$ cat src/hw/rtl/lzwbse_pkg.sv
// shared types, constants and state codes of the lzw byte stream encoder
`timescale 1ns / 1ps

package lzwbse_pkg;

    // dictionary geometry
    localparam int DICT_SLOTS = 4096;
    localparam int SLOT_BITS  = $clog2(DICT_SLOTS);
    localparam logic [SLOT_BITS-1:0] SLOT_LAST = SLOT_BITS'(DICT_SLOTS - 1);

    // epoch tags mark live entries, zero marks a swept entry
    localparam int EPOCH_BITS = 6;
    localparam logic [EPOCH_BITS-1:0] EPOCH_FIRST = EPOCH_BITS'(1);
    localparam logic [EPOCH_BITS-1:0] EPOCH_MAX   = {EPOCH_BITS{1'b1}};

    localparam logic [31:0] HASH_MUL   = 32'd2654435761;
    localparam logic [11:0] CODE_CLEAR = 12'd256;
    localparam logic [11:0] CODE_END   = 12'd257;
    localparam logic [12:0] FIRST_FREE = 13'd258;
    localparam logic [12:0] CODE_LIMIT = 13'd4096;
    localparam logic [12:0] GROW_10    = 13'd512;
    localparam logic [12:0] GROW_11    = 13'd1024;
    localparam logic [12:0] GROW_12    = 13'd2048;
    localparam logic [3:0]  WIDTH_MIN  = 4'd9;

    typedef logic [SLOT_BITS-1:0] slot_t;

    typedef struct packed {
        logic [7:0] data_byte;
        logic       last_byte;
        logic       empty_stream;
    } in_item_t;

    typedef struct packed {
        logic [7:0] out_byte;
        logic       run_end;
        logic       stream_end;
    } out_item_t;

    typedef struct packed {
        logic [EPOCH_BITS-1:0] epoch;
        logic [19:0]           key;
        logic [11:0]           code;
    } entry_t;

    // one code word handed to the bit packer
    typedef struct packed {
        logic [11:0] code;
        logic [3:0]  width;
        logic        last_code;
        logic        closes;
    } pack_req_t;

    typedef enum logic [2:0] {
        ST_SWEEP,
        ST_IDLE,
        ST_READ,
        ST_PROBE,
        ST_DECIDE,
        ST_EMIT
    } enc_state_t;

endpackage

$ cat src/hw/rtl/lzwbse_pack.sv
// msb-first bit packer with output register and end flags
`timescale 1ns / 1ps

module lzwbse_pack (
    input  logic                  clk,
    input  logic                  rst_n,
    input  logic                  req_valid,
    input  lzwbse_pkg::pack_req_t req,
    output logic                  req_ready,
    output logic                  chunk_valid,
    input  logic                  chunk_stall,
    output lzwbse_pkg::out_item_t chunk
);

    logic [18:0]           acc_reg, acc_next;
    logic [4:0]            cnt_reg, cnt_next;
    logic                  last_code_reg, last_code_next;
    logic                  closes_reg, closes_next;
    logic                  out_valid_reg, out_valid_next;
    lzwbse_pkg::out_item_t out_reg, out_next;

    logic        slot_free;
    logic        flush_due;
    logic [4:0]  rem;
    logic [11:0] code_masked;

    assign slot_free   = !out_valid_reg || !chunk_stall;
    assign rem         = cnt_reg - 5'd8;
    // leftover bits of a closing code go out zero-padded
    assign flush_due   = last_code_reg && closes_reg && (cnt_reg != 5'd0) && (cnt_reg < 5'd8);
    assign req_ready   = (cnt_reg < 5'd8) && !flush_due;
    assign code_masked = req.code & ((12'd1 << req.width) - 12'd1);

    always_comb
    begin
        acc_next       = acc_reg;
        cnt_next       = cnt_reg;
        last_code_next = last_code_reg;
        closes_next    = closes_reg;
        out_next       = out_reg;
        out_valid_next = out_valid_reg && chunk_stall;
        priority if (req_valid && req_ready)
        begin
            acc_next       = (acc_reg << req.width) | {7'b0, code_masked};
            cnt_next       = cnt_reg + {1'b0, req.width};
            last_code_next = req.last_code;
            closes_next    = req.closes;
        end
        else if (slot_free && (cnt_reg >= 5'd8))
        begin
            out_next.out_byte   = 8'(acc_reg >> rem);
            out_next.run_end    = last_code_reg && (rem < 5'd8)
                                  && !(closes_reg && (rem != 5'd0));
            out_next.stream_end = last_code_reg && closes_reg && (rem == 5'd0);
            cnt_next            = rem;
            out_valid_next      = 1'b1;
        end
        else if (slot_free && flush_due)
        begin
            out_next.out_byte   = 8'(acc_reg << (5'd8 - cnt_reg));
            out_next.run_end    = 1'b1;
            out_next.stream_end = 1'b1;
            cnt_next            = 5'd0;
            out_valid_next      = 1'b1;
        end
        else
        begin
            out_valid_next = out_valid_reg && chunk_stall;
        end
    end

    always_ff @(posedge clk or negedge rst_n)
    begin
        if (!rst_n)
        begin
            cnt_reg       <= 5'd0;
            last_code_reg <= 1'b0;
            closes_reg    <= 1'b0;
            out_valid_reg <= 1'b0;
        end
        else
        begin
            cnt_reg       <= cnt_next;
            last_code_reg <= last_code_next;
            closes_reg    <= closes_next;
            out_valid_reg <= out_valid_next;
        end
    end

    always_ff @(posedge clk)
    begin
        acc_reg <= acc_next;
        out_reg <= out_next;
    end

    assign chunk_valid = out_valid_reg;
    assign chunk       = out_reg;

endmodule

$ cat config.mk
export PLATFORM = sky130hd
export DESIGN_NAME = lzwbse_pack
export DESIGN_NICKNAME = d
export VERILOG_FILES = /design/src/hw/rtl/lzwbse_pkg.sv /design/src/hw/rtl/lzwbse_pack.sv
export SDC_FILE = /design/constraint.sdc
export NUM_CORES = 1
export LEC_CHECK = 0
export BUFFER_PORTS_ARGS = -buffer_cell sky130_fd_sc_hd__buf_2
export CORE_MARGIN = 1
export CORE_UTILIZATION = 61
export DETAILED_ROUTE_END_ITERATION = 7
export GPL_TIMING_DRIVEN = 0
export PLACE_DENSITY_LB_ADDON = 0.25
export SETUP_SLACK_MARGIN = 0.15
export SLEW_MARGIN = 0
export SYNTH_ARGS = -nofsm -noshare
export SYNTH_HDL_FRONTEND = slang
export SYNTH_SLANG_ARGS = --single-unit
$ cat constraint.sdc
create_clock -name clk -period 3.5 [get_ports clk]
set_clock_uncertainty 0.15 [all_clocks]
set_input_delay 0.525 -clock clk [delete_from_list [all_inputs] [get_ports clk]]
set_output_delay 0.525 -clock clk [all_outputs]
set_load 0.02 [all_outputs]
* Word-level counts from Yosys, hierarchy flattened
Cells that the tools add are included.
Storage, ports and cells: register bits after elaboration 37, bits of input ports 22, output and inout bits 12, word-level logic and storage cells 53
Cells by class: $add $sub $neg 4, $lt $le $gt $ge 3, shift operators 4, mux-type cells 8, bitwise logic cells 3, reductions and logical operators 23
Operators with widths (number):
- $mux W10 | 2
- $or A19 B12 Y19 | 1
- $shl A19 B4 Y19 | 1
- $shl A19 B5 Y8 | 1
- $shr A19 B5 Y8 | 1
- $mux W5 | 3
- $and A12 B12 Y12 | 1
- $logic_and A1 B1 Y1 | 12
- $shl A1 B4 Y12 const A | 1
- $sub A12 B1 Y12 const B | 1
- $lt A5 B4 Y1 const B | 2
- $reduce_bool A5 Y1 | 2
- $add A5 B4 Y5 | 1
- $ge A5 B4 Y1 const B | 1
- $logic_not A5 Y1 | 1
- $sub A4 B5 Y5 const A | 1
- $sub A5 B4 Y5 const B | 1
- $logic_not A1 Y1 | 4
- $mux W1 | 3
- $reduce_bool A3 Y1 | 1
- $reduce_and A2 Y1 | 1
- $reduce_bool A2 Y1 | 1
- $logic_or A1 B1 Y1 | 1
- $not A1 Y1 | 1

* Logic depth before layout (Yosys ltp)
depth after elaboration 8, mapped depth 11, mapped depth without buffers 7

* Worst setup path before layout
OpenSTA, ideal clock, no wires.
path kind register to register, start point reg cnt_reg[0], end point reg cnt_reg[2], setup time 121 ps, arrival time 2587 ps, required time 3229 ps, path slack 642 ps, stages on the path, launching flop included 10, buffers on the path 2, clock period less this slack 2858 ps, cell sequence dfrtp_1 > inv_1 > buf_1 > ha_1 > clkbuf_1 > nor4b_1 > o21ai_1 > inv_2 > a41oi_1 > a22o_1
On the way: longest elaborated chain between the ends 7, elaborated cells between the ends (all ways) 15, classes of those cells add/sub (2); order compare (2); mux (2); reduce/logical (9)
Ends and longest elaborated chain:
- start, declared | line lzwbse_pack.sv:16 | logic [4:0] cnt_reg, cnt_next;
- start signal, assigned | line lzwbse_pack.sv:83 | cnt_reg <= cnt_next;
- parallel branches: the longest is 7 deep, another holds $lt A5 B4 Y1
Parallel ways; which one is timed is not known. A chain may end at the register's enable or synchronous reset.

* Final worst setup path
start point reg cnt_reg[1], end point out req_ready
On the way: longest elaborated chain between the ends 5, elaborated cells between the ends (all ways) 6, classes of those cells order compare (1); reduce/logical (5)
Ends and longest elaborated chain:
- parallel branches: the longest is 4 deep, another holds $lt A5 B4 Y1
- $logic_and A1 B1 Y1 * | line lzwbse_pack.sv:31 | assign req_ready = (cnt_reg < 5'd8) && !flush_due;
- end, declared | line lzwbse_pack.sv:9 | output logic req_ready,
Every way passes the cells marked *.

==> metrics.md <==
| Metric | Value |
|---|---|
| Max reg flops | 19 |
| Commonest cells in the synthesized netlist | sky130_fd_sc_hd__edfxtp_1, sky130_fd_sc_hd__mux2i_1, sky130_fd_sc_hd__mux4_2 |
| Yosys synthesis warning count | 0 |
| Max_slew headroom | 47.9% |
| Static leakage power | 1.53 nW |
| Actual slew at the worst max-slew pin | 0.780 ns |
| Clock sinks | 37 |
| Total track usage | 33.1% |
| Launching point of the worst reg2reg path | cnt_reg[1] |
| Worst-Skew Late Latency | 0.31 ns |
| Cell area power density | 832 nW/µm² |
| Post-synthesis net count | 357 |
| Register clock-pin slew on the reported worst setup and hold paths | 0.09 ns |
| Post-detailed-routing wire length | 9670 µm |
| Share of the clock period used by the worst path after layout | 94.2% |
| Synth area leader | sky130_fd_sc_hd__edfxtp_1 |
| Clk root buf | sky130_fd_sc_hd__clkbuf_8 |
| Initial DRC count | 312 |
| CTS HTree Levels | 2 |
| GR met1 Demand/Resource | 40.3% |
| Number of global-route vias before repair | 3082 |
| Portion of the post-synthesis area used by sequential elements | 30.3% |
| Count of standard-cell rows | 27 |
| Ratio of cells with drive above 1 in the final layout | 27.7% |
| Post-layout min period | 3.30 ns |
| Diodes inserted | 0 |
| First-pass GRT wire length | 15500 µm |
| Residual DRC count | 0 |
| Finish-stage setup viols | 0 |
| Maximum number of pins on one net before global-route repair | 25 |
| Count of cell types in the netlist | 55 |
| Number of max-slew violations in the final report | 0 |
| Vias/cell | 7.11 |
| IO Count | 34 |
| TritonCTS clock tree | yes |
| Global placement routability congestion | 0.877 |
| Category of the most critical setup path | reg2out |
| Number of buffers added by the clock tree synthesis step | 5 |
| Gate count of the mapped netlist | 325 |
| Number of cell instances on the worst register-to-register path | 10 |
| Mean instance size in the synthesized netlist | 10.9 µm² |
| Nets | 399 |
| Status | complete, no violations |
| Type of element launching the critical path | flop |
| Hold_ws | 0.256 ns |
| Unrepaired setup endpoints after global routing | yes |
| Area of the die | 6110 µm² |
| DP HPWL | 6770 µm |
| Deepest clock path buffer count | 2 |
| FFs w/ async S/R, synth | 21.6% |
| Area share of the leading cell type in the synthesized netlist | 24.6% |
| Accumulated negative setup slack | 0 ns |
| Total iterations of the first detailed-routing run | 5 |
| ANT nets after route | 0 |
| Die Ht | 78.1 µm |
| Class of the tightest hold or removal check | in2reg |
| Floorplan die width | 78.1 µm |
| Total of max-cap violations | 0 |
| Layout Utilization | 70.9% |
| Maximum fanout encountered on the critical timing path | 10 |
| Number of antenna violations at the first check in global routing | 0 |
| Core Area | 5540 µm² |
| Input/output buffers | 33 |
| Flop and latch count out of synthesis | 37 |
| Layout fillers | 433 |
| Peak supply drop | 0.000395 V |
| Min-Delay Startpoint | req[0] |
| Biggest area contributors in the synthesized netlist | sky130_fd_sc_hd__edfxtp_1, sky130_fd_sc_hd__mux4_2, sky130_fd_sc_hd__mux2i_1, sky130_fd_sc_hd__dfrtp_1, sky130_fd_sc_hd__mux2_2 |
| Count of vias placed by the detailed router | 3130 |
| Total count of hold-check failures in the final report | 0 |
| Combined area of all synthesized cells | 3540 µm² |
| Hold Path Cell Cnt | 3 |
| Achievable Freq | 0.303 GHz |
| Mean routed wirelength per cell | 22.0 µm |
| Area Growth Syn to Fin | 11.1% |
| Arrival @ worst endpoint | 2.62 ns |
| GR met2 Demand/Resource | 55.6% |
| Initial cell density of the core | 63.8% |
| Most crowded layer after global routing | met2 |
| Required time reported for the critical path endpoint | 2.82 ns |
| End point of the most critical hold path | closes_reg |
| Global-route congestion overflow total | 0 |
| Most used DFF post-synth | sky130_fd_sc_hd__edfxtp_1 |
| Global-route met3 utilization | 6.74% |
| EDFF count, synth | 29 |
| Flop2flop setup slack | 0.27 ns |
| Reg-to-reg critical path endpoint | chunk[2] |
| Endpoint class of the critical path | output port |
worst max path at each step:
stage                          start     endpoint  slack, ns  depth (start not counted)
after floorplan           cnt_reg[0]   cnt_reg[2]       0.64                          9
after global placement        req[3]  acc_reg[10]       0.02                         11
after detailed placement      req[3]  acc_reg[10]      -0.06                         11
after CTS                 cnt_reg[1]    req_ready       0.17                         10
after global routing      cnt_reg[1]    req_ready       0.03                         10
final                     cnt_reg[1]    req_ready       0.20                         10
worst max-delay path, cell delays in order (launching register included):
cell and delay, ns:
sky130_fd_sc_hd__dfrtp_1 0.44, sky130_fd_sc_hd__buf_6 0.17, sky130_fd_sc_hd__buf_2 0.20, sky130_fd_sc_hd__buf_2 0.22, sky130_fd_sc_hd__inv_1 0.12, sky130_fd_sc_hd__ha_1 0.15, sky130_fd_sc_hd__clkbuf_1 0.28, sky130_fd_sc_hd__nor4b_4 0.34
sky130_fd_sc_hd__nor2_2 0.12, sky130_fd_sc_hd__nor2_1 0.11, sky130_fd_sc_hd__buf_2 0.17
layout make-up:
type,instances,area (µm²),share of cell area [%]
clock inverter,3,16.3,0.414
sequential,37,1070,27.3
multi-input combinational,250,2330,59.4
timing repair buffer,35,183,4.65
clock buffer,5,68.8,1.75
buffer,29,131,3.34
inverter,9,36.3,0.923
tap,72,90.1,2.29
per-stage QoR:
| stage | power (mW) | setup WS, ns | cell area, µm² | std cells |
|---|---|---|---|---|
| after detailed placement | 2.86 | -0.0640 | 3790 | 430 |
| after CTS | 3.19 | 0.174 | 3900 | 439 |
| after global placement | 2.80 | 0.0166 | 3790 | 430 |
| after global routing | 3.46 | 0.0283 | 3930 | 440 |
| after floorplan | 2.38 | 0.642 | 3540 | 325 |
| final | 3.27 | 0.203 | 3930 | 440 |
report_power, final:
part           internal (mW)  total (mW)  switching, mW
clock network          0.138       0.318          0.180
logic                  0.944        2.09           1.15
registers              0.694       0.856          0.162
layer usage:
metal / share of wire (%) / vias up
met4: 4.1 / 0
met1: 37 / 1483
li1: - / 1378
met3: 9.0 / 47
met2: 50 / 222
met5: 0 / -
logic make-up after synthesis:
| kind of cell | Yosys count | share of synthesized area [%] |
|---|---|---|
| AOI/OAI and AO/OA | 81 | 16.0 |
| xor gates and xnor gates | 5 | 1.24 |
| adders and majority gates | 10 | 3.75 |
| buffers and inverters | 38 | 4.60 |
| DFF | 37 | 30.3 |
| muxes | 72 | 32.1 |
| and+or+nand+nor | 82 | 12.0 |
what timing repair did:
action	4_1_cts	5_1_grt
setup endpoints to repair	18	23
gates resized for setup	4	8
setup buffers	0	1
pin swaps	0	1
hold buffers	1	0
hold endpoints to repair	8	0
placed cells by master (no fill, tap or decap), types with 4 or more instances in the layout:
cell / synthesis / final
sky130_fd_sc_hd__buf_2: 10 / 44
sky130_fd_sc_hd__mux2i_1: 29 / 29
sky130_fd_sc_hd__edfxtp_1: 29 / 29
sky130_fd_sc_hd__mux4_2: 28 / 28
sky130_fd_sc_hd__nand2_1: 17 / 17
sky130_fd_sc_hd__a21oi_1: 16 / 16
sky130_fd_sc_hd__nor2_1: 17 / 15
sky130_fd_sc_hd__clkbuf_1: 15 / 14
sky130_fd_sc_hd__o21ai_0: 14 / 14
sky130_fd_sc_hd__nor2b_1: 13 / 13
sky130_fd_sc_hd__mux2_2: 12 / 12
sky130_fd_sc_hd__ha_1: 9 / 9
sky130_fd_sc_hd__inv_1: 8 / 8
sky130_fd_sc_hd__dfrtp_1: 8 / 8
sky130_fd_sc_hd__a211oi_1: 7 / 7
sky130_fd_sc_hd__nor3_1: 6 / 6
sky130_fd_sc_hd__nand3_1: 6 / 6
sky130_fd_sc_hd__and2_1: 5 / 5
sky130_fd_sc_hd__a221o_1: 5 / 5
sky130_fd_sc_hd__a22o_1: 5 / 5
sky130_fd_sc_hd__o22ai_1: 5 / 5
sky130_fd_sc_hd__clkbuf_8: 0 / 5
sky130_fd_sc_hd__xor2_1: 4 / 4
sky130_fd_sc_hd__or3_1: 4 / 4
Power figures use the tool's default switching activity.
